<file path="src/rtl/fpa_pkg.sv">
// Shared types, codes and the saturation helper of the fixed-point ALU.
`default_nettype none

package fpa_pkg;

    // Word geometry fixed by the operand and result fields.
    localparam int DATA_W            = 32;
    localparam int FRAC_MAX          = 16;
    localparam int FRAC_BITS_DEFAULT = 8;
    localparam int QUO_MAX_W         = DATA_W + FRAC_MAX;
    localparam int MAG_W             = 2 * DATA_W + 1;

    typedef logic [2:0] fpa_action_t;
    typedef logic [1:0] fpa_status_t;

    // Action codes.
    localparam fpa_action_t ACT_ADD = 3'd0;
    localparam fpa_action_t ACT_SUB = 3'd1;
    localparam fpa_action_t ACT_MUL = 3'd2;
    localparam fpa_action_t ACT_DIV = 3'd3;
    localparam fpa_action_t ACT_MIN = 3'd4;
    localparam fpa_action_t ACT_MAX = 3'd5;

    // Status codes.
    localparam fpa_status_t ST_OK   = 2'd0;
    localparam fpa_status_t ST_OVF  = 2'd1;
    localparam fpa_status_t ST_DIVZ = 2'd2;

    // Largest and smallest representable words.
    localparam logic [DATA_W-1:0] WORD_MAX = {1'b0, {(DATA_W-1){1'b1}}};
    localparam logic [DATA_W-1:0] WORD_MIN = {1'b1, {(DATA_W-1){1'b0}}};

    // Input word.
    typedef struct packed {
        fpa_action_t              action;
        logic signed [DATA_W-1:0] operand_a;
        logic signed [DATA_W-1:0] operand_b;
    } fpa_in_t;

    // Output word.
    typedef struct packed {
        logic signed [DATA_W-1:0] result;
        logic                     a_less;
        logic                     a_equal;
        logic                     a_greater;
        fpa_status_t              status;
    } fpa_out_t;

    // Item state handed from cell to cell. A multiply carries its full
    // product in the remainder and low quotient bits, which it does not
    // otherwise need.
    typedef struct packed {
        fpa_action_t          action;
        logic                 lt;
        logic                 eq;
        logic                 neg;
        logic                 na;
        logic                 ma_zero;
        logic [DATA_W-1:0]    mb;
        logic [DATA_W-1:0]    simple;
        logic                 simple_ovf;
        logic [DATA_W-1:0]    rem;
        logic [QUO_MAX_W-1:0] numq;
    } fpa_work_t;

    typedef struct packed {
        logic [DATA_W-1:0] word;
        logic              ovf;
    } fpa_sat_t;

    // Clamp a magnitude with a sign to a word and apply the sign.
    function automatic fpa_sat_t fpa_saturate(input logic neg, input logic [MAG_W-1:0] mag);
        logic [MAG_W-1:0]  limit;
        logic [DATA_W-1:0] v;
        fpa_sat_t          r;
        limit  = neg ? (MAG_W'(1) << (DATA_W - 1))
                     : ((MAG_W'(1) << (DATA_W - 1)) - MAG_W'(1));
        r.ovf  = mag > limit;
        v      = r.ovf ? limit[DATA_W-1:0] : mag[DATA_W-1:0];
        r.word = neg ? (DATA_W'(0) - v) : v;
        return r;
    endfunction

endpackage

`default_nettype wire

</file>
<file path="src/rtl/fpa_back.sv">
// Exit stage: rounding, saturation, result select and the output register.
`default_nettype none

module fpa_back #(
    parameter int FRAC_BITS = fpa_pkg::FRAC_BITS_DEFAULT,
    parameter int NUM_W     = fpa_pkg::DATA_W + fpa_pkg::FRAC_BITS_DEFAULT
) (
    input  wire logic               clk,
    input  wire logic               rst_n,
    input  wire logic               up_valid,
    output logic                    up_ready,
    input  wire fpa_pkg::fpa_work_t up,
    output logic                    down_valid,
    input  wire logic               down_ready,
    output fpa_pkg::fpa_out_t       down
);

    localparam int DW = fpa_pkg::DATA_W;
    localparam int MW = fpa_pkg::MAG_W;

    logic              valid_reg;
    fpa_pkg::fpa_out_t out_reg;
    fpa_pkg::fpa_out_t out_next;

    logic [2*DW-1:0]   prod;
    logic [MW-1:0]     rounded;
    logic [MW-1:0]     mul_mag;
    logic              round_up;
    logic [MW-1:0]     div_mag;
    fpa_pkg::fpa_sat_t mul_sat;
    fpa_pkg::fpa_sat_t div_sat;
    logic [DW-1:0]     word;
    logic              mb_zero;

    assign up_ready   = !valid_reg || down_ready;
    assign down_valid = valid_reg;
    assign down       = out_reg;

    // Finish the product and the quotient, then pick the action's result.
    always_comb
    begin
        prod     = {up.rem, up.numq[DW-1:0]};
        rounded  = {1'b0, prod} + (MW'(1) << (FRAC_BITS - 1));
        mul_mag  = rounded >> FRAC_BITS;
        round_up = up.rem >= (up.mb - up.rem);
        div_mag  = MW'(up.numq[NUM_W-1:0]) + MW'(round_up);
        mul_sat  = fpa_pkg::fpa_saturate(up.neg, mul_mag);
        div_sat  = fpa_pkg::fpa_saturate(up.neg, div_mag);
        mb_zero  = up.mb == '0;

        out_next.a_less    = up.lt;
        out_next.a_equal   = up.eq;
        out_next.a_greater = !up.lt && !up.eq;
        out_next.status    = fpa_pkg::ST_OK;
        word               = up.simple;

        unique case (up.action)
            fpa_pkg::ACT_ADD,
            fpa_pkg::ACT_SUB:
            begin
                out_next.status = up.simple_ovf ? fpa_pkg::ST_OVF : fpa_pkg::ST_OK;
            end
            fpa_pkg::ACT_MUL:
            begin
                word            = mul_sat.word;
                out_next.status = mul_sat.ovf ? fpa_pkg::ST_OVF : fpa_pkg::ST_OK;
            end
            fpa_pkg::ACT_DIV:
            begin
                if (mb_zero)
                begin
                    // Division by zero saturates by the dividend's sign; a zero dividend gives zero.
                    out_next.status = fpa_pkg::ST_DIVZ;
                    if (up.ma_zero)
                    begin
                        word = '0;
                    end
                    else
                    begin
                        word = up.na ? fpa_pkg::WORD_MIN : fpa_pkg::WORD_MAX;
                    end
                end
                else
                begin
                    word            = div_sat.word;
                    out_next.status = div_sat.ovf ? fpa_pkg::ST_OVF : fpa_pkg::ST_OK;
                end
            end
            default:
            begin
                out_next.status = fpa_pkg::ST_OK;
            end
        endcase

        out_next.result = $signed(word);
    end

    // Occupancy flag of the output register.
    always_ff @(posedge clk or negedge rst_n)
    begin
        if (!rst_n)
        begin
            valid_reg <= 1'b0;
        end
        else if (up_ready)
        begin
            valid_reg <= up_valid;
        end
    end

    // Output register.
    always_ff @(posedge clk)
    begin
        if (up_valid && up_ready)
        begin
            out_reg <= out_next;
        end
    end

endmodule

`default_nettype wire

</file>
<file path="config.mk">
export PLATFORM = sky130hd
export DESIGN_NAME = fpa_back
export DESIGN_NICKNAME = d
export VERILOG_FILES = /design/src/rtl/fpa_pkg.sv /design/src/rtl/fpa_back.sv
export SDC_FILE = /design/constraint.sdc
export NUM_CORES = 1
export LEC_CHECK = 0
export BUFFER_PORTS_ARGS = -buffer_cell sky130_fd_sc_hd__buf_2
export CAP_MARGIN = 10
export CORE_MARGIN = 2
export CORE_UTILIZATION = 30
export CTS_CLUSTER_SIZE = 8
export DETAILED_ROUTE_END_ITERATION = 8
export GPL_ROUTABILITY_DRIVEN = 0
export SETUP_SLACK_MARGIN = 0.02
export SLEW_MARGIN = 10
export SYNTH_ARGS = -nofsm -noshare
export SYNTH_HDL_FRONTEND = slang
export SYNTH_SLANG_ARGS = --single-unit
export TNS_END_PERCENT = 30
</file>
<file path="constraint.sdc">
create_clock -name clk -period 2.6 [get_ports clk]
set_clock_uncertainty 0.05 [all_clocks]
set_input_delay 0 -clock clk [delete_from_list [all_inputs] [get_ports clk]]
set_output_delay 0 -clock clk [all_outputs]
set_load 0.03 [all_outputs]
</file>
* Yosys cells after proc, flatten, opt, wreduce, memory -nomap -nowiden *
Cells that the tools add are included.

operators by class
  $add $sub $neg = 5
  multiply operators = 0
  div/mod/pow operators = 0
  $lt $le $gt $ge = 3
  eq/ne operators = 3
  shift operators = 0
  multiplexer cells = 14
  bitwise logic cells = 0
  reduce and logical (&&, ||, !) cells = 9

operators by type and width
  cell                                                                  number
  32-bit two-way mux                                                    8
  64-bit by 8-bit adder with 65-bit output (second input constant)      1
  57-bit by 65-bit > comparator with 1-bit output                       1
  32-bit one-hot mux with 2 select lines                                1
  1-bit by 32-bit subtractor with 32-bit output (first input constant)  2
  40-bit by 1-bit adder with 41-bit output                              1
  41-bit by 32-bit > comparator with 1-bit output                       1
  32-bit >= comparator                                                  1
  32-bit logical NOT                                                    1
  32-bit subtractor                                                     1
  3-bit by 2-bit == test with 1-bit output (second input constant)      2
  2-bit one-hot mux with 3 select lines                                 1
  3-bit by 1-bit == test with 1-bit output (second input constant)      1
  1-bit logical NOT                                                     3
  3-bit logical NOT                                                     1
  1-bit two-way mux                                                     3
  1-bit logical AND                                                     2
  2-bit two-way mux                                                     1
  2-bit OR reduction                                                    1
  1-bit logical OR                                                      1

word-level totals
  register bits = 38
  latch bits = 0
  bits in writable memories = 0
  memory bits (read-only) = 0
  input port bits = 157
  output and inout bits = 39
  logic and storage cells = 40
  memories = 0

* Depth between registers and ports, before layout *
  depth in word-level cells = 9
  depth in mapped cells = 50
  mapped depth without buffers = 48

* Worst setup path after synthesis *
No wires, ideal clock.

  path kind = input to register
  start = input up[113] in the netlist's numbering
  end = register out_reg, in the netlist down[31] (data pin)
  setup time = 268 ps
  arrival = 8587 ps
  required time = 2282 ps
  slack = -6306 ps
  cell stages on the path = 46
  buffers on the path = 3
  path through = inv_1 ha_1 inv_1 fa_1 a211oi_1 o21ai_0 a31oi_1 nand3_1 a31oi_1 a211oi_1 nor3_1 o41ai_1 a21oi_1 xor2_1 ha_1 nand4_1 or2_2 nor3_1 [10 not listed] clkbuf_1 ha_1 nand4_1 or3_1 nor2_1 o21ai_0 a211o_1 nand2_1 clkbuf_1 clkbuf_1 nand2_1 o21ai_0 ha_1 nand2_1 or4_1 a211o_1 a31oi_1 nand4_1

RTL lines
  item                  line             source
  start, declared       fpa_back.sv:12   input wire fpa_pkg::fpa_work_t up,
  end signal, assigned  fpa_back.sv:116  out_reg <= out_next;
  end, declared         fpa_back.sv:22   fpa_pkg::fpa_out_t out_reg;

==> impl_metrics.ini <==
[worst_setup_path]
cpMaxStageDelayCell = or3_4
critPathKind = input pin to flop
start_kind = input pin
crit_path_frequent_cell = buf_4
slowest_delay_ps = 430
critPathCaptureType = flop
worstPathArrival_ps = 8030
path_max_fanout = 5
worstPathRequired_ps = 2570

[logic_synthesis]
synth-seq-cells = 38
syn_nets = 1750
synth_compound_area_share_pct = 26.76
synthesis.area_um2 = 10480
ys_warn_count = 0
yosysTopAreaCell = ha_1
avgSynthCellArea_um2 = 7.175
ys_seq_area_share_pct = 10.85
synthMuxAreaShare_pct = 1.302
yosys.area_share.simple_pct = 30.52
syn_inst = 1460
synth_xor_xnor_area_share_pct = 8.528
async_flop_share_pct = 2.632
synthFlopType = edfxtp_1
synth_adder_area_share_pct = 15.96
synth_top_family_by_area = simple AND/OR/NAND/NOR gates
synthTopCellsByArea = ha_1 16%, edfxtp_1 11%, xnor2_1 5.4%, a21oi_1 5.0%, nand2_1 4.3%
synth_top_area_share_pct = 15.77
synth_edf_count = 37
synth_cell_type_count = 89

[finish]
stdcell_count = 2627
drive_gt1_share_pct = 39.77
area_growth_pct = 59.95
multi_input_area_um2 = 9105
nFillCells = 3393
seq_area_um2 = 1136
fin_nets = 2459

[power_and_ir_drop]
power_density_nw_per_um2 = 255.2
irDropWorstVdd_v = 0.0003385
power.total_w = 0.004276
total_leakage_power_nw = 7.685

[grt]
grt_start_max_net_pins = 56
track_usage_pct = 25.82
grt_pass1_wl_um = 75280
grt_pass1_vias = 14240
antenna_found_initial = 3
grt_overflow = 0

[timing]
setup_slack_ps = -5459
post-route-period-util_pct = 310.0
hold_viol_final = 0
relSlewSlack_pct = 57.25
rsz0062_at_grt = yes
fmax_mhz = 124.1
tightestPinTransition_ps = 635.5
drv_slew = 0
timing.setup.tns_ps = -168920
setup_viol = 33
fin_crit_ps = 8059

[drt]
wire_per_inst_um = 18.36
ant_nets = 0
drc = 0
first_pass_iters = 6
drt-initial-drc-count = 1276
num_vias = 14720
wirelength_um = 48230
vias_per_cell = 5.601

[floorplanning]
top_level_ports = 196
start_util_pct = 30.40
core-area_um2 = 34460
dieHeight_um = 190.9
die_area_um2 = 36430
num_rows = 68
die_x_um = 190.9

[clocking]
cts_buffers = 5
cts_tree = built
cts_sinks = 38
cts-root-buf = clkbuf_16
cts_max_level = 2
clk_pin_slew_worst_paths_ps = 60
cts_buffer_depth = 2
clk_latency_ps = 280

[placed_design]
dpl.hpwl_um = 40390
pre_cts_ws_ps = -6427
port_buffers = 187
place_inst = 2572

[min_path]
hp-class = input pin to flop

[run]
max_cap_violations = 0

[run_status]
status = complete, but fails checks
violations = negative setup slack
cells in the final DEF, fill, tap and decap left out, drive strengths merged, types with 6 or more instances in the layout:
master	n
o21ai	89
or2	11
nand4	60
xnor2	64
o31ai	16
mux2i	8
nand2b	9
nor4	53
a211o	6
buf	744
dlygate4sd3	18
a21o	37
o221ai	10
nand2	123
o211ai	35
nor2	87
o311ai	8
edfxtp	37
nor3	62
nor2b	7
o21a	11
xor2	38
nand3	71
a211oi	21
or4	14
a21oi	105
a21boi	8
ha	132
and2	15
inv	100
and4	21
or3	16
and3	22
a31oi	32
layer usage:
metal	part of all wire [%]	track usage (%)
met5	0.027	0
met4	5.3	11.69
met3	8.2	2.558
met2	44	42.88
met1	42	33.64
synth_stat cells, drive strengths merged, types with 19 or more instances:
cell type,number
inv,100
and3,22
a21oi,105
nand4,60
xnor2,64
a211oi,21
nor4,53
nor2,87
edfxtp,37
buf,19
nand2,122
clkbuf,42
o21ai,89
nor3,62
o211ai,35
and4,21
xor2,38
a31oi,32
a21o,37
nand3,71
ha,132
flip-flops by register name, indices dropped and copies added (netlist names):
signal and flops:
down_valid 1, down 37
through the flow:
stage               util [%]  hold slack (ps)  instance area, µm²
floorplan                  -           -345.6               10660
detailed placement     46.10           -270.1               15890
global route           48.62            22.17               16750
finish                 48.62            6.869               16750
CTS                    48.33           0.6201               16650
global placement       46.10           -274.4               15890
critical path, delay by kind of cell:
| kind | cells | cell delay, ps |
|---|---|---|
| buffers and inverters | 11 | 1490 |
| adders and majority gates | 6 | 1350 |
| and+or+nand+nor | 14 | 2380 |
| xor gates and xnor gates | 2 | 320 |
| AOI/OAI and AO/OA | 15 | 2500 |
cell type report:
class	count	share of cell area, %
Multi-Input combinational cell	1262	54.34
Timing Repair Buffer	762	31.96
Sequential cell	38	6.781
Tap cell	455	3.398
Inverter	100	2.330
Clock buffer	5	0.7468
Clock inverter	3	0.4107
Antenna cell	2	0.02987
timing repair:
item	CTS	global route
hold endpoints to repair	17	0
buffers inserted	21	5
cloned	1	0
pin swaps	43	5
hold buffers	18	0
setup endpoints to repair	33	33
gates resized for setup	62	12
where the power goes:
group | switching (W) | internal, W
registers | 0.00000997 | 0.000727
logic | 0.00144 | 0.00130
clock network | 0.000245 | 0.000551
total | 0.00170 | 0.00258
cells by family (layout without fill, tap and decap cells):
group                    Yosys count  after routing
other                              0              2
buffers and inverters            161            870
AND/OR/NAND/NOR                  585            586
AO/OA/AOI/OAI                    428            428
multiplexers                      13             13
flip-flops                        38             38
adder cells (fa/ha/maj)          133            133
XOR/XNOR                         102            102
worst paths after layout:
| kind | slack [ps] | depth (start not counted) | from | endpoint |
|---|---|---|---|---|
| min in group asynchronous | 520 | 3 | rst_n | down_valid$_DFFE_PN0N_ |
| worst max-delay path | -5460 | 48 | up[49] | down[33]$_DFFE_PP_ |
| worst min register to register | 1030 | 3 | down_valid$_DFFE_PN0N_ | down_valid$_DFFE_PN0N_ |
| max in group asynchronous | 1880 | 3 | rst_n | down_valid$_DFFE_PN0N_ |
| worst max register to register | 1150 | 3 | down_valid$_DFFE_PN0N_ | down[15]$_DFFE_PP_ |
| worst min-delay path | 7 | 3 | up[89] | down[13]$_DFFE_PP_ |
Power figures use the tool's default switching activity.
