## config.mk

```make
export PLATFORM = sky130hd
export DESIGN_NAME = fpa_front
export DESIGN_NICKNAME = d
export VERILOG_FILES = /design/src/rtl/fpa_pkg.sv /design/src/rtl/fpa_front.sv
export SDC_FILE = /design/constraint.sdc
export NUM_CORES = 2
export LEC_CHECK = 0
export ABC_CLOCK_PERIOD_IN_PS = 4900
export BUFFER_PORTS_ARGS = -buffer_cell sky130_fd_sc_hd__buf_2
export CAP_MARGIN = 40
export CORE_ASPECT_RATIO = 1.25
export CORE_MARGIN = 2
export CORE_UTILIZATION = 50
export DETAILED_ROUTE_END_ITERATION = 16
export HOLD_SLACK_MARGIN = 0.05
export PLACE_DENSITY = 0.65
export RECOVER_POWER = 100
export SETUP_SLACK_MARGIN = 0.05
export SKIP_CTS_REPAIR_TIMING = 1
export SYNTH_ARGS = -nofsm -noshare
export SYNTH_HDL_FRONTEND = slang
export SYNTH_SLANG_ARGS = --single-unit
```

## constraint.sdc

```tcl
create_clock -name clk -period 4.9 [get_ports clk]
set_input_delay 0.735 -clock clk [delete_from_list [all_inputs] [get_ports clk]]
set_output_delay 0.735 -clock clk [all_outputs]
set_load 0.05 [all_outputs]
```

## src/rtl/fpa_pkg.sv

```systemverilog
// Shared types, codes and the saturation helper of the fixed-point ALU.
`default_nettype none

package fpa_pkg;

    // Word geometry fixed by the operand and result fields.
    localparam int DATA_W            = 32;
    localparam int FRAC_MAX          = 16;
    localparam int FRAC_BITS_DEFAULT = 8;
    localparam int QUO_MAX_W         = DATA_W + FRAC_MAX;
    localparam int MAG_W             = 2 * DATA_W + 1;

    typedef logic [2:0] fpa_action_t;
    typedef logic [1:0] fpa_status_t;

    // Action codes.
    localparam fpa_action_t ACT_ADD = 3'd0;
    localparam fpa_action_t ACT_SUB = 3'd1;
    localparam fpa_action_t ACT_MUL = 3'd2;
    localparam fpa_action_t ACT_DIV = 3'd3;
    localparam fpa_action_t ACT_MIN = 3'd4;
    localparam fpa_action_t ACT_MAX = 3'd5;

    // Status codes.
    localparam fpa_status_t ST_OK   = 2'd0;
    localparam fpa_status_t ST_OVF  = 2'd1;
    localparam fpa_status_t ST_DIVZ = 2'd2;

    // Largest and smallest representable words.
    localparam logic [DATA_W-1:0] WORD_MAX = {1'b0, {(DATA_W-1){1'b1}}};
    localparam logic [DATA_W-1:0] WORD_MIN = {1'b1, {(DATA_W-1){1'b0}}};

    // Input word.
    typedef struct packed {
        fpa_action_t              action;
        logic signed [DATA_W-1:0] operand_a;
        logic signed [DATA_W-1:0] operand_b;
    } fpa_in_t;

    // Output word.
    typedef struct packed {
        logic signed [DATA_W-1:0] result;
        logic                     a_less;
        logic                     a_equal;
        logic                     a_greater;
        fpa_status_t              status;
    } fpa_out_t;

    // Item state handed from cell to cell. A multiply carries its full
    // product in the remainder and low quotient bits, which it does not
    // otherwise need.
    typedef struct packed {
        fpa_action_t          action;
        logic                 lt;
        logic                 eq;
        logic                 neg;
        logic                 na;
        logic                 ma_zero;
        logic [DATA_W-1:0]    mb;
        logic [DATA_W-1:0]    simple;
        logic                 simple_ovf;
        logic [DATA_W-1:0]    rem;
        logic [QUO_MAX_W-1:0] numq;
    } fpa_work_t;

    typedef struct packed {
        logic [DATA_W-1:0] word;
        logic              ovf;
    } fpa_sat_t;

    // Clamp a magnitude with a sign to a word and apply the sign.
    function automatic fpa_sat_t fpa_saturate(input logic neg, input logic [MAG_W-1:0] mag);
        logic [MAG_W-1:0]  limit;
        logic [DATA_W-1:0] v;
        fpa_sat_t          r;
        limit  = neg ? (MAG_W'(1) << (DATA_W - 1))
                     : ((MAG_W'(1) << (DATA_W - 1)) - MAG_W'(1));
        r.ovf  = mag > limit;
        v      = r.ovf ? limit[DATA_W-1:0] : mag[DATA_W-1:0];
        r.word = neg ? (DATA_W'(0) - v) : v;
        return r;
    endfunction

endpackage

`default_nettype wire

```

## src/rtl/fpa_front.sv

```systemverilog
// Entry stage: operand decode, compare, add, subtract, minimum, maximum, the product and the dividend.
`default_nettype none

module fpa_front #(
    parameter int FRAC_BITS = fpa_pkg::FRAC_BITS_DEFAULT
) (
    input  wire logic              clk,
    input  wire logic              rst_n,
    input  wire logic              up_valid,
    output logic                   up_ready,
    input  wire fpa_pkg::fpa_in_t  up,
    output logic                   down_valid,
    input  wire logic              down_ready,
    output fpa_pkg::fpa_work_t     down
);

    localparam int DW = fpa_pkg::DATA_W;
    localparam int QW = fpa_pkg::QUO_MAX_W;

    logic               valid_reg;
    fpa_pkg::fpa_work_t work_reg;
    fpa_pkg::fpa_work_t work_next;

    logic [DW-1:0]   a;
    logic [DW-1:0]   b;
    logic [DW-1:0]   ma;
    logic [DW-1:0]   mb;
    logic [2*DW-1:0] prod;
    logic [DW:0]     sum_w;
    logic [DW:0]     dif_w;

    // The stage takes a new word whenever it is empty or its content moves on.
    assign up_ready   = !valid_reg || down_ready;
    assign down_valid = valid_reg;
    assign down       = work_reg;

    // Decode the operands and do the compare, add, subtract, minimum, maximum and product.
    always_comb
    begin
        a     = up.operand_a;
        b     = up.operand_b;
        ma    = a[DW-1] ? (DW'(0) - a) : a;
        mb    = b[DW-1] ? (DW'(0) - b) : b;
        prod  = (2*DW)'(ma) * (2*DW)'(mb);
        sum_w = {a[DW-1], a} + {b[DW-1], b};
        dif_w = {a[DW-1], a} - {b[DW-1], b};

        work_next            = '0;
        work_next.action     = up.action;
        work_next.lt         = $signed(a) < $signed(b);
        work_next.eq         = a == b;
        work_next.na         = a[DW-1];
        work_next.neg        = a[DW-1] ^ b[DW-1];
        work_next.ma_zero    = ma == '0;
        work_next.mb         = mb;

        unique case (up.action)
            fpa_pkg::ACT_ADD:
            begin
                work_next.simple_ovf = sum_w[DW] ^ sum_w[DW-1];
                work_next.simple     = sum_w[DW-1:0];
            end
            fpa_pkg::ACT_SUB:
            begin
                work_next.simple_ovf = dif_w[DW] ^ dif_w[DW-1];
                work_next.simple     = dif_w[DW-1:0];
            end
            fpa_pkg::ACT_MUL:
            begin
                work_next.rem  = prod[2*DW-1:DW];
                work_next.numq = QW'(prod[DW-1:0]);
            end
            fpa_pkg::ACT_DIV:
            begin
                work_next.numq = QW'(ma) << FRAC_BITS;
            end
            fpa_pkg::ACT_MIN:
            begin
                work_next.simple = work_next.lt ? a : b;
            end
            fpa_pkg::ACT_MAX:
            begin
                work_next.simple = work_next.lt ? b : a;
            end
            default:
            begin
                work_next.simple = '0;
            end
        endcase

        // Overflow saturates toward the sign of the first operand.
        if (work_next.simple_ovf)
        begin
            work_next.simple = a[DW-1] ? fpa_pkg::WORD_MIN : fpa_pkg::WORD_MAX;
        end
    end

    // Occupancy flag.
    always_ff @(posedge clk or negedge rst_n)
    begin
        if (!rst_n)
        begin
            valid_reg <= 1'b0;
        end
        else if (up_ready)
        begin
            valid_reg <= up_valid;
        end
    end

    // Item register.
    always_ff @(posedge clk)
    begin
        if (up_valid && up_ready)
        begin
            work_reg <= work_next;
        end
    end

endmodule

`default_nettype wire

```

Yosys cells after proc, flatten, opt, wreduce, memory -nomap -nowiden
Cells that the tools add are included.
{"block": "word_totals", "regBits": 154, "in_bits": 71, "output_inout_bits": 155, "elab_cells": 41}
{"block": "op_classes", "add_sub_neg": 4, "mul": 1, "n_lt_le_gt_ge": 1, "eq_ne": 6, "mux": 9, "bitwise": 3, "reduce_logical": 5}
{"cell": "$mux 32", "n": 6}
{"cell": "$pmux 32 s4", "n": 1}
{"cell": "$pmux 40 s2", "n": 1}
{"cell": "$mul 32x32->64", "n": 1}
{"cell": "$sub 1x32->32 const A", "n": 2}
{"cell": "$add 32x32->33", "n": 1}
{"cell": "$sub 32x32->33", "n": 1}
{"cell": "$eq 32x32->1", "n": 1}
{"cell": "$logic_not 32->1", "n": 1}
{"cell": "$lt 32x32->1", "n": 1}
{"cell": "$eq 3x2->1 const B", "n": 2}
{"cell": "$eq 3x3->1 const B", "n": 2}
{"cell": "$eq 3x1->1 const B", "n": 1}
{"cell": "$logic_not 3->1", "n": 1}
{"cell": "$xor 1x1->1", "n": 3}
{"cell": "$pmux 1 s2", "n": 1}
{"cell": "$logic_and 1x1->1", "n": 1}
{"cell": "$logic_not 1->1", "n": 1}
{"cell": "$logic_or 1x1->1", "n": 1}

Logic depth before layout (Yosys ltp)
{"block": "depth", "word_depth": 4, "ltp_mapped": 38, "mapped_depth_nobuf": 36}

Worst setup path after synthesis
Ideal clock, no wire load.
{"block": "synth_timing", "path_type": "input -> register", "start": "input port up[39] (netlist name)", "end": "register work_reg, in the netlist down[78] (data pin)", "setup_ns": 0.260, "arrival_ns": 9.999, "required_ns": 4.640, "setup_slack_ns": -5.358, "cell_stages": 32, "n_path_buf": 3, "cell_sequence": "buf_6 > or4_4 > nor4_4 > nand4_1 > or4_1 > or4_1 > o41ai_1 > xnor2_1 > clkbuf_1 > nand2_1 > fa_1 > fa_1 > fa_1 > fa_1 > inv_1 > fa_1 > fa_1 > fa_1 > inv_1 > fa_1 > inv_1 > ha_1 > and3_1 > clkbuf_1 > o211ai_1 > o21ai_0 > a22oi_1 > and3_1 > nor3_1 > a21oi_1 > o21ai_0 > mux2_2"}
{"block": "synth_between", "elab_chain_len": 3}
{"element": "start, declared", "line": "fpa_front.sv:11", "text": "input wire fpa_pkg::fpa_in_t up,"}
{"element": "$sub 1x32->32", "line": "fpa_front.sv:42", "text": "ma = a[DW-1] ? (DW'(0) - a) : a;"}
{"element": "$mux 32 *", "line": "fpa_front.sv:42"}
{"element": "$mul 32x32->64 *", "line": "fpa_front.sv:44", "text": "prod = (2*DW)'(ma) * (2*DW)'(mb);"}
{"element": "end signal, assigned", "line": "fpa_front.sv:116", "text": "work_reg <= work_next;"}
{"element": "end, declared", "line": "fpa_front.sv:21", "text": "fpa_pkg::fpa_work_t work_reg;"}
Every way passes the cells marked *; elsewhere a longest branch is shown, timed or not.
A chain may end at the register's enable or synchronous reset.

Worst setup path after layout
{"block": "layout_timing", "start": "input port up[35] (netlist name)", "end": "register work_reg, in the netlist down[73] (data pin)"}
Same word-level chain as after synthesis.

==> impl_results.md <==
* Multi-input combinational cell area at 36700 um^2
* CP max FO at 5
* # DRC at 0
* Layout fillers at 7198
* Failing checks: max-capacitance violations, max-slew violations, negative setup slack
* Top Layer Used: met5
* Worst path required time at 5.14 ns
* Syn Std Cell Area at 43100 um^2
* CTS tree: built
* Dpl cells at 6878
* DR WL met2 at 79600 um
* 1st-iter DRT viols at 3080
* Layout Cells excl Fill at 6971
* Setup Skew at 0.0257 ns
* Syn_area_per_cell at 8.79 um^2
* Final worst setup slack at -4.75 ns
* Final wirelength at 171000 um
* First-pass GRT wire length at 252000 um
* CP max stage delay at 0.57 ns
* Total global-route track usage at 39.1%
* Share of flip-flops with an asynchronous set or reset at 0.685%
* Yosys reg bits at 146
* Worst-Skew Late Latency at 0.53 ns
* Initial Util at 50.3%
* Slowest stage cell, crit path: fa_2
* Clock Sinks at 146
* HP Class: input pin to flop
* Reg area at 4380 um^2
* Final Hold Slack at 0.437 ns
* Post-synth cell types at 73
* Placed wire-length estimate at 144000 um
* Final #Nets at 7156
* Setup violation total in the final timing report at 93
* FP Rows at 120
* M1 WL at 63800 um
* CP Launch Type: input pin
* Largest net degree at the start of global routing at 146
* Gr ovfl total at 0
* Post-layout util at 65.4%
* Die footprint at 88500 um^2
* Pre-Repair DR Iteration Count at 8
* Root buf cell: clkbuf_16
* Clk buf depth at 2
* Die height at 332 um
* Yosys warnings at 0
* Family with the most delay on the worst path: adder cells
* Final Critical Period at 9.65 ns
* Fin. max-slew vios at 268
* Die Width at 267 um
* Vias per cell at 5.64
* Post-Synthesis Cells at 4903
* Port bufs at 217
* Top-Level Pins at 226
* Final period utilization at 197%
* H-Tree Depth at 4
* Initial antenna violation count at 5
* Routability congestion estimate at 1.03
* Ys flop type: edfxtp_1
* Worst-margin pin slew at 4.11 ns
* Layout cells sized above 1 at 25.0%
* CP endpoint kind: flop
* Post-DR wirelength/cell at 24.6 um
* Post-route ant nets at 0
* Fmax at 104 MHz
* Pre-CTS setup slack at -5.58 ns
* WP buf/inv at 6
* Vias in the first global route at 41300
* Routed vias at 39300
* Post-synth EDFFs at 145
* RSZ-0062 raised after global routing: true
* Core area at 85600 um^2
* Reg clk slew, reported paths at 0.08 ns
* CTS Buf Count at 17
* Register area share after synthesis at 10.2%
* Slew margin rel. at -174%
* Routed wl met3 at 13300 um
* Max-cap violations at 4
* Fin. Hold Viols at 0
* Area Growth Syn to Fin at 29.9%
* Status: finished, violations left
* CP arrival at 9.89 ns
* Critical path class: input pin to flop
worst paths after layout:
check / from / endpoint / slack, ns / cells after the start
worst min-delay path: up_valid / down_valid$_DFFE_PN0N_ / 0.44 / 2
worst min register to register: down_valid$_DFFE_PN0N_ / down_valid$_DFFE_PN0N_ / 0.57 / 2
min in group asynchronous: rst_n / down_valid$_DFFE_PN0N_ / 0.51 / 2
max in group asynchronous: rst_n / down_valid$_DFFE_PN0N_ / 4.31 / 2
worst max register to register: down_valid$_DFFE_PN0N_ / down[52]$_SDFFCE_PN0P_ / 0.77 / 3
worst max-delay path: up[35] / down[73]$_SDFFCE_PN0P_ / -4.75 / 33
placed cells by master, fill, tap and decap left out, types with 58 or more instances in the layout:
cell,Yosys,routed
nor2_1,713,691
a21o_1,64,63
inv_1,955,937
buf_6,1,67
fa_1,898,856
buf_2,3,62
o21ai_0,108,77
edfxtp_1,145,145
xnor2_1,113,66
clkbuf_1,236,165
buf_4,8,820
a21oi_1,131,98
ha_1,330,274
buf_12,0,58
nand2_1,566,540
per-layer routing:
metal / vias to the layer above / track usage, %
met5: - / 0
met4: 6 / 28.0
met3: 517 / 6.67
met2: 1959 / 61.9
met1: 19800 / 48.5
li1: 17000 / -
cell families (layout without fill, tap and decap cells):
kind of cell	after synthesis	count (layout)	share of synthesized area [%]
adder cells (fa/ha/maj)	1228	1228	51.3
AND/OR/NAND/NOR	1534	1534	14.8
flip-flops	146	146	10.2
buffers and inverters	1229	2189	10.8
other	1	11	0.00871
AO/OA/AOI/OAI	550	550	8.35
XOR/XNOR	175	175	3.56
multiplexers	40	40	0.985
through the flow:
stage / area (um^2) / setup TNS, ns
final: 55900 / -251.23
after detailed placement: 53300 / -276.02
after CTS: 53900 / -240.96
after global routing: 55900 / -267.88
after global placement: 53300 / -271.80
after floorplan: 44100 / -216.94
registers in the layout, summed over array words and instances, names as in the netlist:
signal and count:
down_valid 1, down 145
final cells by class:
class | instances | area share, %
sequential | 146 | 7.83
tap | 1098 | 2.46
antenna | 3 | 0.0134
timing repair buffer | 1184 | 16.4
clock inverter | 15 | 0.338
multi-input combinational | 3535 | 65.7
inverter | 973 | 6.56
clock buffer | 17 | 0.760
cell usage after synthesis, drive strengths merged, types with 5 or more instances:
library cell / number / area, um^2
clkinv: 17 / 63.8
fa: 898 / 18000
clkbuf: 236 / 886
o31ai: 33 / 248
nand2: 566 / 2120
o21ai: 108 / 541
or4: 14 / 109
o21bai: 18 / 135
a221oi: 5 / 43.8
nor4: 14 / 109
or2: 11 / 68.8
a211o: 10 / 87.6
a22oi: 12 / 90.1
xor2: 62 / 543
o211ai: 17 / 128
nor2b: 22 / 138
o21a: 18 / 135
edfxtp: 145 / 4350
nor2: 713 / 2680
o31a: 6 / 52.6
xnor2: 113 / 990
ha: 330 / 4130
and3: 16 / 100
o41ai: 13 / 133
and2: 21 / 131
nand2b: 23 / 144
a21oi: 131 / 656
a2111oi: 8 / 70.1
and4: 6 / 52.6
nand4: 28 / 175
buf: 20 / 116
nand3: 34 / 170
a21o: 64 / 480
mux2i: 21 / 210
or3: 13 / 81.3
o22ai: 26 / 163
mux2: 19 / 214
nor3: 44 / 225
inv: 956 / 3590
a31oi: 20 / 125
a211oi: 24 / 180
a21boi: 7 / 52.6
Power is not shown: default switching activity piles up to over one toggle a cycle in this logic, so the estimate is an artifact.
