<file path="src/rtl/fpa_pkg.sv">
// Shared types, codes and the saturation helper of the fixed-point ALU.
`default_nettype none

package fpa_pkg;

    // Word geometry fixed by the operand and result fields.
    localparam int DATA_W            = 32;
    localparam int FRAC_MAX          = 16;
    localparam int FRAC_BITS_DEFAULT = 8;
    localparam int QUO_MAX_W         = DATA_W + FRAC_MAX;
    localparam int MAG_W             = 2 * DATA_W + 1;

    typedef logic [2:0] fpa_action_t;
    typedef logic [1:0] fpa_status_t;

    // Action codes.
    localparam fpa_action_t ACT_ADD = 3'd0;
    localparam fpa_action_t ACT_SUB = 3'd1;
    localparam fpa_action_t ACT_MUL = 3'd2;
    localparam fpa_action_t ACT_DIV = 3'd3;
    localparam fpa_action_t ACT_MIN = 3'd4;
    localparam fpa_action_t ACT_MAX = 3'd5;

    // Status codes.
    localparam fpa_status_t ST_OK   = 2'd0;
    localparam fpa_status_t ST_OVF  = 2'd1;
    localparam fpa_status_t ST_DIVZ = 2'd2;

    // Largest and smallest representable words.
    localparam logic [DATA_W-1:0] WORD_MAX = {1'b0, {(DATA_W-1){1'b1}}};
    localparam logic [DATA_W-1:0] WORD_MIN = {1'b1, {(DATA_W-1){1'b0}}};

    // Input word.
    typedef struct packed {
        fpa_action_t              action;
        logic signed [DATA_W-1:0] operand_a;
        logic signed [DATA_W-1:0] operand_b;
    } fpa_in_t;

    // Output word.
    typedef struct packed {
        logic signed [DATA_W-1:0] result;
        logic                     a_less;
        logic                     a_equal;
        logic                     a_greater;
        fpa_status_t              status;
    } fpa_out_t;

    // Item state handed from cell to cell. A multiply carries its full
    // product in the remainder and low quotient bits, which it does not
    // otherwise need.
    typedef struct packed {
        fpa_action_t          action;
        logic                 lt;
        logic                 eq;
        logic                 neg;
        logic                 na;
        logic                 ma_zero;
        logic [DATA_W-1:0]    mb;
        logic [DATA_W-1:0]    simple;
        logic                 simple_ovf;
        logic [DATA_W-1:0]    rem;
        logic [QUO_MAX_W-1:0] numq;
    } fpa_work_t;

    typedef struct packed {
        logic [DATA_W-1:0] word;
        logic              ovf;
    } fpa_sat_t;

    // Clamp a magnitude with a sign to a word and apply the sign.
    function automatic fpa_sat_t fpa_saturate(input logic neg, input logic [MAG_W-1:0] mag);
        logic [MAG_W-1:0]  limit;
        logic [DATA_W-1:0] v;
        fpa_sat_t          r;
        limit  = neg ? (MAG_W'(1) << (DATA_W - 1))
                     : ((MAG_W'(1) << (DATA_W - 1)) - MAG_W'(1));
        r.ovf  = mag > limit;
        v      = r.ovf ? limit[DATA_W-1:0] : mag[DATA_W-1:0];
        r.word = neg ? (DATA_W'(0) - v) : v;
        return r;
    endfunction

endpackage

`default_nettype wire

</file>
<file path="src/rtl/fpa_div_cell.sv">
// One restoring division cell: develops one quotient bit per item.
`default_nettype none

module fpa_div_cell #(
    parameter int NUM_W = fpa_pkg::DATA_W + fpa_pkg::FRAC_BITS_DEFAULT
) (
    input  wire logic               clk,
    input  wire logic               rst_n,
    input  wire logic               up_valid,
    output logic                    up_ready,
    input  wire fpa_pkg::fpa_work_t up,
    output logic                    down_valid,
    input  wire logic               down_ready,
    output fpa_pkg::fpa_work_t      down
);

    localparam int DW = fpa_pkg::DATA_W;

    logic               valid_reg;
    fpa_pkg::fpa_work_t work_reg;
    fpa_pkg::fpa_work_t work_next;

    logic [DW:0] trial;
    logic [DW:0] diff;
    logic        ge;

    assign up_ready   = !valid_reg || down_ready;
    assign down_valid = valid_reg;
    assign down       = work_reg;

    // Shift the next numerator bit into the remainder and try a subtract.
    always_comb
    begin
        trial     = {up.rem, up.numq[NUM_W-1]};
        diff      = trial - {1'b0, up.mb};
        ge        = trial >= {1'b0, up.mb};
        work_next = up;
        if (up.action == fpa_pkg::ACT_DIV)
        begin
            work_next.rem  = ge ? diff[DW-1:0] : trial[DW-1:0];
            work_next.numq = {up.numq[fpa_pkg::QUO_MAX_W-2:0], ge};
        end
    end

    // Occupancy flag.
    always_ff @(posedge clk or negedge rst_n)
    begin
        if (!rst_n)
        begin
            valid_reg <= 1'b0;
        end
        else if (up_ready)
        begin
            valid_reg <= up_valid;
        end
    end

    // Item register.
    always_ff @(posedge clk)
    begin
        if (up_valid && up_ready)
        begin
            work_reg <= work_next;
        end
    end

endmodule

`default_nettype wire

</file>
<file path="config.mk">
export PLATFORM = sky130hd
export DESIGN_NAME = fpa_div_cell
export DESIGN_NICKNAME = d
export VERILOG_FILES = /design/src/rtl/fpa_pkg.sv /design/src/rtl/fpa_div_cell.sv
export SDC_FILE = /design/constraint.sdc
export NUM_CORES = 1
export LEC_CHECK = 0
export BUFFER_PORTS_ARGS = -buffer_cell sky130_fd_sc_hd__buf_4
export CORE_MARGIN = 2
export CORE_UTILIZATION = 54
export CTS_BUF_LIST = sky130_fd_sc_hd__clkbuf_4
export CTS_CLUSTER_DIAMETER = 150
export CTS_CLUSTER_SIZE = 16
export DETAILED_ROUTE_END_ITERATION = 8
export MAX_ROUTING_LAYER = met4
export PLACE_DENSITY = 0.95
export REMOVE_ABC_BUFFERS = 1
export SYNTH_ARGS = -nofsm -noshare
export SYNTH_HDL_FRONTEND = slang
export SYNTH_SLANG_ARGS = --single-unit
</file>
<file path="constraint.sdc">
create_clock -name clk -period 6.59 [get_ports clk]
set_input_delay 1.318 -clock clk [delete_from_list [all_inputs] [get_ports clk]]
set_output_delay 1.318 -clock clk [all_outputs]
set_load 0.02 [all_outputs]
</file>
# [Word-level counts from Yosys, hierarchy flattened]
# Cells that the tools add are included.
[word_totals] wordCells=20 output_inout_bits=155 reg_bits=154 in_bits=157
[classes] n_reduce_logical=3 mux=2 eq_ne=1 n_lt_le_gt_ge=1 n_addsub=1
[op_table] op="80-bit two-way mux" n=1
[op_table] op="33-bit by 32-bit >= comparator with 1-bit output" n=1
[op_table] op="32-bit two-way mux" n=1
[op_table] op="32-bit subtractor" n=1
[op_table] op="3-bit by 2-bit == test with 1-bit output (second input constant)" n=1
[op_table] op="1-bit logical AND" n=1
[op_table] op="1-bit logical NOT" n=1
[op_table] op="1-bit logical OR" n=1

# [Logic depth before layout (Yosys ltp)]
# Gate-level depths: netlist of run 1.
[logic_depth] ltp_word=3 ltp_mapped=14 ltp_nobuf=13

# [Worst setup path before layout of run 1]
# OpenSTA, ideal clock, no wires.
[synth_timing] path_type="input to register" startpoint="input down_ready" endpoint="register work_reg (netlist bit down[0]) (enable)" path_stages=2 t_arrival_ps=5121 path_slack_ps=939 required_ps=6060 path_buffers=0 setup_time_ps=530 path_cell_list="nand2b_1 > and2_1"
[synth_between] elab_chain_cells=2
[synth_lines] element="from (decl)" line_no="fpa_div_cell.sv:13" source="input wire logic down_ready,"
[synth_lines] element="1-bit logical OR" line_no="fpa_div_cell.sv:27" source="assign up_ready = !valid_reg || down_ready;"
[synth_lines] element="1-bit logical AND" line_no="fpa_div_cell.sv:61" source="if (up_valid && up_ready)"
[synth_lines] element="to (signal assigned)" line_no="fpa_div_cell.sv:63" source="work_reg <= work_next;"
[synth_lines] element="to (decl)" line_no="fpa_div_cell.sv:20" source="fpa_pkg::fpa_work_t work_reg;"
# Every way passes these cells.
# A chain may end at the register's enable or synchronous reset.

==> metrics.cfg, run 1 <==
[drt]
drt-vias-per-instance=5.61
avgRoutedWirePerCell_um=18.9
first_iter_violations=641
ant_nets=0
drc=0
dr_total_vias=6758
drt_wl_total_mm=22.8
drt-pass1-iter-count=7

[cells_and_area]
drive_gt1_frac=0.349
syn_to_final_growth_pct=35.5
final_cell_mix=buf_4 (314), nand2_1 (200), edfxtp_1 (153)
n_antenna_cell=0
final_area_mm2=0.0105
layout_commonest_cell=buf_4
fillers=914
fin_nets=1203
fin_cells=1205

[floorplanning]
num_rows=43
die_h_um=124
io_pins=312
core_area_mm2=0.0139
die_w_um=124
die_area_mm2=0.0153
initial_utilization=0.556

[setup_path]
cp_top_family=compound AO/OA/AOI/OAI gates
cp-start-kind=input pin
worst-r2r-cell-count=3
r2r-end=down[72]$_DFFE_PP_
crit_buf_inv=2
crit_slowest_cell=o21ai_4
r2r_start=down_valid$_DFFE_PN0N_
required_ns=6.85
cp_cell_sequence=buf_4 -> inv_1 -> ha_1 -> nand2_1 -> o21ai_0 -> a221oi_1 -> o211ai_1 -> nand2_1 -> o21a_1 -> o21ai_4 -> mux2i_1 -> o21ai_0
cp.arrival_ns=4.20
cp-end-kind=register
slowest_delay_ns=0.82
cp_max_fo=28
crit_type=in2reg
reg2reg_setup_slack_ns=4.30
cp.depth=12

[status]
status=finished, final reports clean

[clock_tree]
cts.sinks=154
tritoncts=built
cts_setup_buffers=0
root_buffer=clkbuf_4
hold_buffers=0
cts_buffers=17
clk_path_buf_depth=2
htree_levels=4
clkLatencyLatePin_ns=0.54
path_clk_slew_ns=0.12
cts_resized=0

[logic_synthesis]
synthAdderAreaFrac=0.0543
syn_area_mm2=0.00774
synth-edff-count=153
synth_seq_cells=154
synthTopCellsByArea=edfxtp_1 (59%), nand2_1 (9.7%), ha_1 (5.2%)
netlist_instances=709
seq_area_frac_synth=0.597
synth_cell_type_count=57
synthFlopType=edfxtp_1
async_reset_ff_frac=0.00649
synth_top_family_by_area=simple AND/OR/NAND/NOR gates
synthMuxAreaShare=0.0259
yosysTopAreaCell=edfxtp_1
synth_xor_area_frac=0.0294
synth-simple-area-share=0.147
synth_top_cell_area_share=0.594
synth_compound_area_frac=0.108
avgSynthCellArea_um2=10.9
yosys_warnings=0

[timing]
finalSetupViolCount=0
fin_tns_setup_ns=0
post-route-period-util=0.598
period_minus_slack_ns=3.94
relSlewSlack=0.288
worst_slew_pin_slew_ns=1.06
fin_skew_ns=0.0126
hold_viol=0
rsz0062_at_grt=false
finalMaxSlewViolations=0
fmax_mhz=254

[job]
drv_cap=0

[global_routing]
grt_pass1_vias=6314
grt_overflow=0
grt_max_degree=97
grt_pass1_wl_mm=32.9
track_usage=0.299
antenna_found_initial=0

[power]
peakVddDrop_uv=104
total_power_mw=2.33
p_leak_nw=4.81
power.density_mw_per_mm2=222

[placement]
placed_area_mm2=0.0102
port-buffer-count=311
dp_hpwl_mm=17.1
place_inst=1174
gp_congestion=0.911

[min_path]
holdCritPathClass=in2async

==> metrics by stage <==
stage	setup WS [ns]	hold slack, ns	utilization
finish	2.65	0.525	0.753
global route	2.32	0.490	0.753
CTS	2.65	0.502	0.753
detailed placement	2.08	0.623	0.732
global placement	2.19	0.525	0.732
floorplan	0.939	0.783	-
==> flip-flops by register name (all words and copies together), names as in the netlist <==
name,cells
down_valid,1
down,153
==> logic make-up after synthesis <==
family,count (synthesis)
compound gates,132
xor+xnor,26
fa+ha+maj,33
buf+inv,71
flops,154
mux,20
simple gates,273
==> cell usage after synthesis (5+ instances only) <==
cell        n
a21o_1     12
a21oi_1    29
a31oi_1     9
buf_1       7
clkbuf_1   15
edfxtp_1  153
ha_1       32
inv_1      42
mux2i_1    20
nand2_1   200
nand2b_1    5
nand3_1    10
nand4_1     5
nor2_1     27
nor3_1      6
o21ai_0    45
xnor2_1    16
xor2_1     10
==> worst max path at each step <==
stage               startpoint            endpoint
global route            up[62]  down[76]$_DFFE_PP_
floorplan           down_ready   down[0]$_DFFE_PP_
global placement        up[54]  down[75]$_DFFE_PP_
detailed placement      up[54]  down[56]$_DFFE_PP_
CTS                     up[54]  down[76]$_DFFE_PP_
finish                 up[121]  down[56]$_DFFE_PP_
==> layer usage <==
metal	global-route usage	part of all wire	up-vias
li1	-	-	3114
met1	0.315	0.34	3142
met2	0.513	0.51	419
met3	0.0792	0.096	83
met4	0.158	0.053	0
met5	-	0	-
==> layout make-up <==
cell class / instances / area [um2] / share of cell area
Multi-Input combinational cell: 484 / 2840 / 0.271
Timing Repair Buffer: 314 / 2360 / 0.225
Inverter: 42 / 158 / 0.0150
Sequential cell: 154 / 4620 / 0.440
Clock buffer: 19 / 143 / 0.0136
Tap cell: 180 / 225 / 0.0215
Clock inverter: 12 / 146 / 0.0140
==> worst reg2reg max path: cells and delay by family, from the launching register on <==
family,cells,cell delay [ns]
buffers and inverters,1,0.67
DFF,1,0.42
and+or+nand+nor,2,0.79
==> report_power, final <==
| part | total, mW | internal (mW) | switching (mW) |
|---|---|---|---|
| Clock | 0.602 | 0.268 | 0.334 |
| Sequential | 1.17 | 1.15 | 0.0193 |
| Combinational | 0.553 | 0.237 | 0.315 |
Power figures use the tool's default switching activity.
==> run 2: changes to the inputs <==
--- a/config.mk
+++ b/config.mk
@@ -5,15 +5,16 @@
 export SDC_FILE = /design/constraint.sdc
 export NUM_CORES = 1
 export LEC_CHECK = 0
+export ABC_AREA = 1
 export BUFFER_PORTS_ARGS = -buffer_cell sky130_fd_sc_hd__buf_4
 export CORE_MARGIN = 2
-export CORE_UTILIZATION = 54
+export CORE_UTILIZATION = 52
 export CTS_BUF_LIST = sky130_fd_sc_hd__clkbuf_4
 export CTS_CLUSTER_DIAMETER = 150
 export CTS_CLUSTER_SIZE = 16
 export DETAILED_ROUTE_END_ITERATION = 8
 export MAX_ROUTING_LAYER = met4
-export PLACE_DENSITY = 0.95
+export PLACE_DENSITY = 0.94
 export REMOVE_ABC_BUFFERS = 1
 export SYNTH_ARGS = -nofsm -noshare
 export SYNTH_HDL_FRONTEND = slang
==> constraint.sdc (replaced) <==
create_clock -name clk -period 3.65 [get_ports clk]
set_input_delay 0.73 -clock clk [delete_from_list [all_inputs] [get_ports clk]]
set_output_delay 0.73 -clock clk [all_outputs]
set_load 0.02 [all_outputs]
==> run 2 against run 1 <==
  * Worst setup slack worse by 1.6 ns
  * Critical endpoint is now down[79]$_DFFE_PP_
  * Critical path depth stayed put
  * Count of clock-buffer cells in the layout is 1 lower
  * Largest cell class unchanged
  * Largest power group unchanged
  * Design area is 9.6% higher
  * Worst hold slack worse by 0.23 ns
  * Register-to-register slack worse by 2.4 ns
  * Clock power is 74% higher
  * Clock skew is 0.0094 ns higher
  * Non-clock buffer count is 5 higher
==> metrics.cfg, run 2 <==
[setup_path]
worst_path_most_repeated_cell=nand2_1
crit_type=in2reg
crit_buf_inv=1  ; -1
critPathLaunch=up[77]
slowest_delay_ns=0.42  ; -0.40 ns
cp_max_fo=22  ; -21%
r2r_start=down_valid$_DFFE_PN0N_
cp.arrival_ns=2.97  ; -1.23 ns
cp_top_family=simple AND/OR/NAND/NOR gates
cp-start-kind=input pin
cp-end-kind=register
crit_slowest_cell=ha_1
required_ns=4.03  ; -2.82 ns
cp_cell_sequence=buf_4 -> ha_1 -> a21oi_1 -> nor2_1 -> nor3_1 -> nand3_2 -> nor2_8 -> nand2_8 -> nand2_2 -> nand2_1 -> nand2_1 -> nand2_1
reg2reg_setup_slack_ns=1.94  ; -2.36 ns

[cells_and_area]
multiInputGateArea_mm2=0.00331  ; +16%
largest_register_ffs=153  ; unchanged
drive_gt1_frac=0.278  ; -0.0715
seqCellArea_mm2=0.00462  ; unchanged
fillers=1276  ; +40%
final_cell_mix=nand2_1 (428), buf_4 (314), edfxtp_1 (153)
fin_cells=1571  ; +30%
syn_to_final_growth_pct=33.6
layout_commonest_cell=nand2_1
fin_nets=1527  ; +27%
fin_util=0.701  ; -0.0521

[logic_synthesis]
synth_seq_cells=154  ; unchanged
syn_area_mm2=0.00861  ; +11%
synthFlopType=edfxtp_1
synthTopCellsByArea=edfxtp_1 (53%), nand2_1 (19%), inv_1 (6.5%)
yosys_warnings=0  ; unchanged
netlist_instances=1022  ; +44%
synth_top_family_by_area=simple AND/OR/NAND/NOR gates
synth_compound_area_frac=0.0286  ; -0.0792
seq_area_frac_synth=0.537  ; -0.0601
yosysTopAreaCell=edfxtp_1
yosysMostFrequentCell=nand2_1
async_reset_ff_frac=0.00649  ; unchanged
synth_cell_type_count=32  ; -44%
synthAdderAreaFrac=0.0488  ; -0.00547
synthTopCellsByCount=nand2_1 (428), edfxtp_1 (153), inv_1 (148)
synth_xor_area_frac=0.0142  ; -0.0152
synth-edff-count=153  ; unchanged
synth_top_cell_area_share=0.534  ; -0.0598
synth-simple-area-share=0.290  ; +0.143
synthMuxAreaShare=0  ; -0.0259
avgSynthCellArea_um2=8.42  ; -23%

[placement]
gp_congestion=0.987  ; +8.3%
place_inst=1537  ; +31%
dp_slack_ns=0.403  ; -1.68 ns
port-buffer-count=311  ; unchanged
dp_hpwl_mm=21.8  ; +28%

[power]
p_leak_nw=5.74  ; +19%
power.density_mw_per_mm2=371  ; +67%
peakVddDrop_uv=165  ; +59%

[timing]
fin_ws_ns=1.06  ; -1.59 ns
worst_slew_pin_slew_ns=1.10  ; +0.0359 ns
relSlewSlack=0.266  ; -0.0212
post-route-period-util=0.709
fin_skew_ns=0.0220  ; +0.00943 ns
rsz0062_at_grt=false
fmax_mhz=386
hold_viol=0  ; unchanged
finalMaxSlewViolations=0  ; unchanged
period_minus_slack_ns=2.59
finalSetupViolCount=0  ; unchanged

[min_path]
holdCritPathClass=in2reg
hold_start=up[102]

[floorplanning]
io_pins=312  ; unchanged
initial_utilization=0.525  ; -0.0309
die_area_mm2=0.0176  ; +15%
die_h_um=133  ; +7.2%
core_area_mm2=0.0164  ; +18%
num_rows=47  ; +9.3%
die_w_um=133  ; +7.2%

[clock_tree]
htree_levels=4  ; unchanged
clk_path_buf_depth=2  ; unchanged
cts_resized=0  ; unchanged
root_buffer=clkbuf_4
path_clk_slew_ns=0.16  ; +0.04 ns
hold_buffers=1  ; +1
clkLatencyLatePin_ns=0.61  ; +0.07 ns
cts.sinks=154  ; unchanged
tritoncts=built
cts_setup_buffers=0  ; unchanged
cts_buffers=17  ; unchanged

[drt]
drt-pass1-iter-count=5  ; -2
ant_nets=0  ; unchanged
drt-vias-per-instance=5.15  ; -8.2%
first_iter_violations=641  ; unchanged
dr_total_vias=8087  ; +20%
drc=0  ; unchanged
drt_wl_total_mm=27.4  ; +20%
avgRoutedWirePerCell_um=17.4  ; -8.0%

[global_routing]
track_usage=0.318  ; +0.0191
grtUsageMet1=0.360  ; +0.0445
grt.busiest_layer=met2
grt_pass1_vias=7712  ; +22%
met2_usage=0.562  ; +0.0494
grt_max_degree=96  ; -1.0%
grt_overflow=0  ; unchanged
grtUsageMet3=0.0536  ; -0.0256
antenna_found_initial=1  ; +1
grt_pass1_wl_mm=41.2  ; +25%

[job]
drv_cap=0  ; unchanged

[status]
status=finished, final reports clean

[run 2: cell count changes after synthesis, moves of 11 or more]
| cell | change |
|---|---|
| a21o_1 | -12 |
| nor2_1 | +22 |
| nand2_1 | +228 |
| mux2i_1 | -20 |
| nand3b_1 | +11 |
| inv_1 | +106 |
| nand3_1 | +64 |
| o21ai_0 | -35 |
[run 2: kinds of logic (layout without fill, tap and decap cells)]
kind of cell | after synthesis | in the layout
simple gates | 597 | 597
buf+inv | 177 | 505
flops | 154 | 154
compound gates | 47 | 47
fa+ha+maj | 33 | 33
xor+xnor | 14 | 14
other cells | 0 | 1
[run 2: metrics by stage]
step                setup TNS, ns  instance area, um2  hold WS, ns  power [mW]
finish                          0               11500        0.290        4.26
global route                    0               11500        0.263        4.44
CTS                             0               11500        0.256        4.27
detailed placement              0               11200        0.506        3.25
global placement                0               11200        0.506        3.22
floorplan                 -925.83                8490        0.434        2.79
[run 2: final timing paths]
kind	end	depth (start not counted)
hold / removal	down[102]$_DFFE_PP_	1
max in group asynchronous	down_valid$_DFFE_PN0N_	2
min in group asynchronous	down_valid$_DFFE_PN0N_	2
hold reg to reg	down_valid$_DFFE_PN0N_	2
setup reg to reg	down[129]$_DFFE_PP_	2
setup / recovery	down[79]$_DFFE_PP_	12
[run 2: area by class of cell]
| class | count | share of cell area |
|---|---|---|
| timing repair buffer | 319 | 0.213 |
| multi-input combinational | 691 | 0.288 |
| clock inverter | 14 | 0.0118 |
| antenna | 1 | 0.000218 |
| sequential | 154 | 0.402 |
| inverter | 154 | 0.0503 |
| clock buffer | 18 | 0.0118 |
| tap | 220 | 0.0239 |
[run 2: power breakdown]
group,switching (mW),total (mW),leakage (nW),internal (mW)
clock,0.691,1.05,0.138,0.360
sequential,0.0343,2.11,1.47,2.08
combinational,0.663,1.10,4.13,0.438
total,1.39,4.26,5.74,2.88
[run 2: per-layer routing]
layer,routed length [um],vias to the layer above,part of all wire
li1,-,3898,-
met1,10400,3738,0.38
met2,14200,384,0.52
met3,1780,67,0.065
met4,972,0,0.036
met5,0,-,0
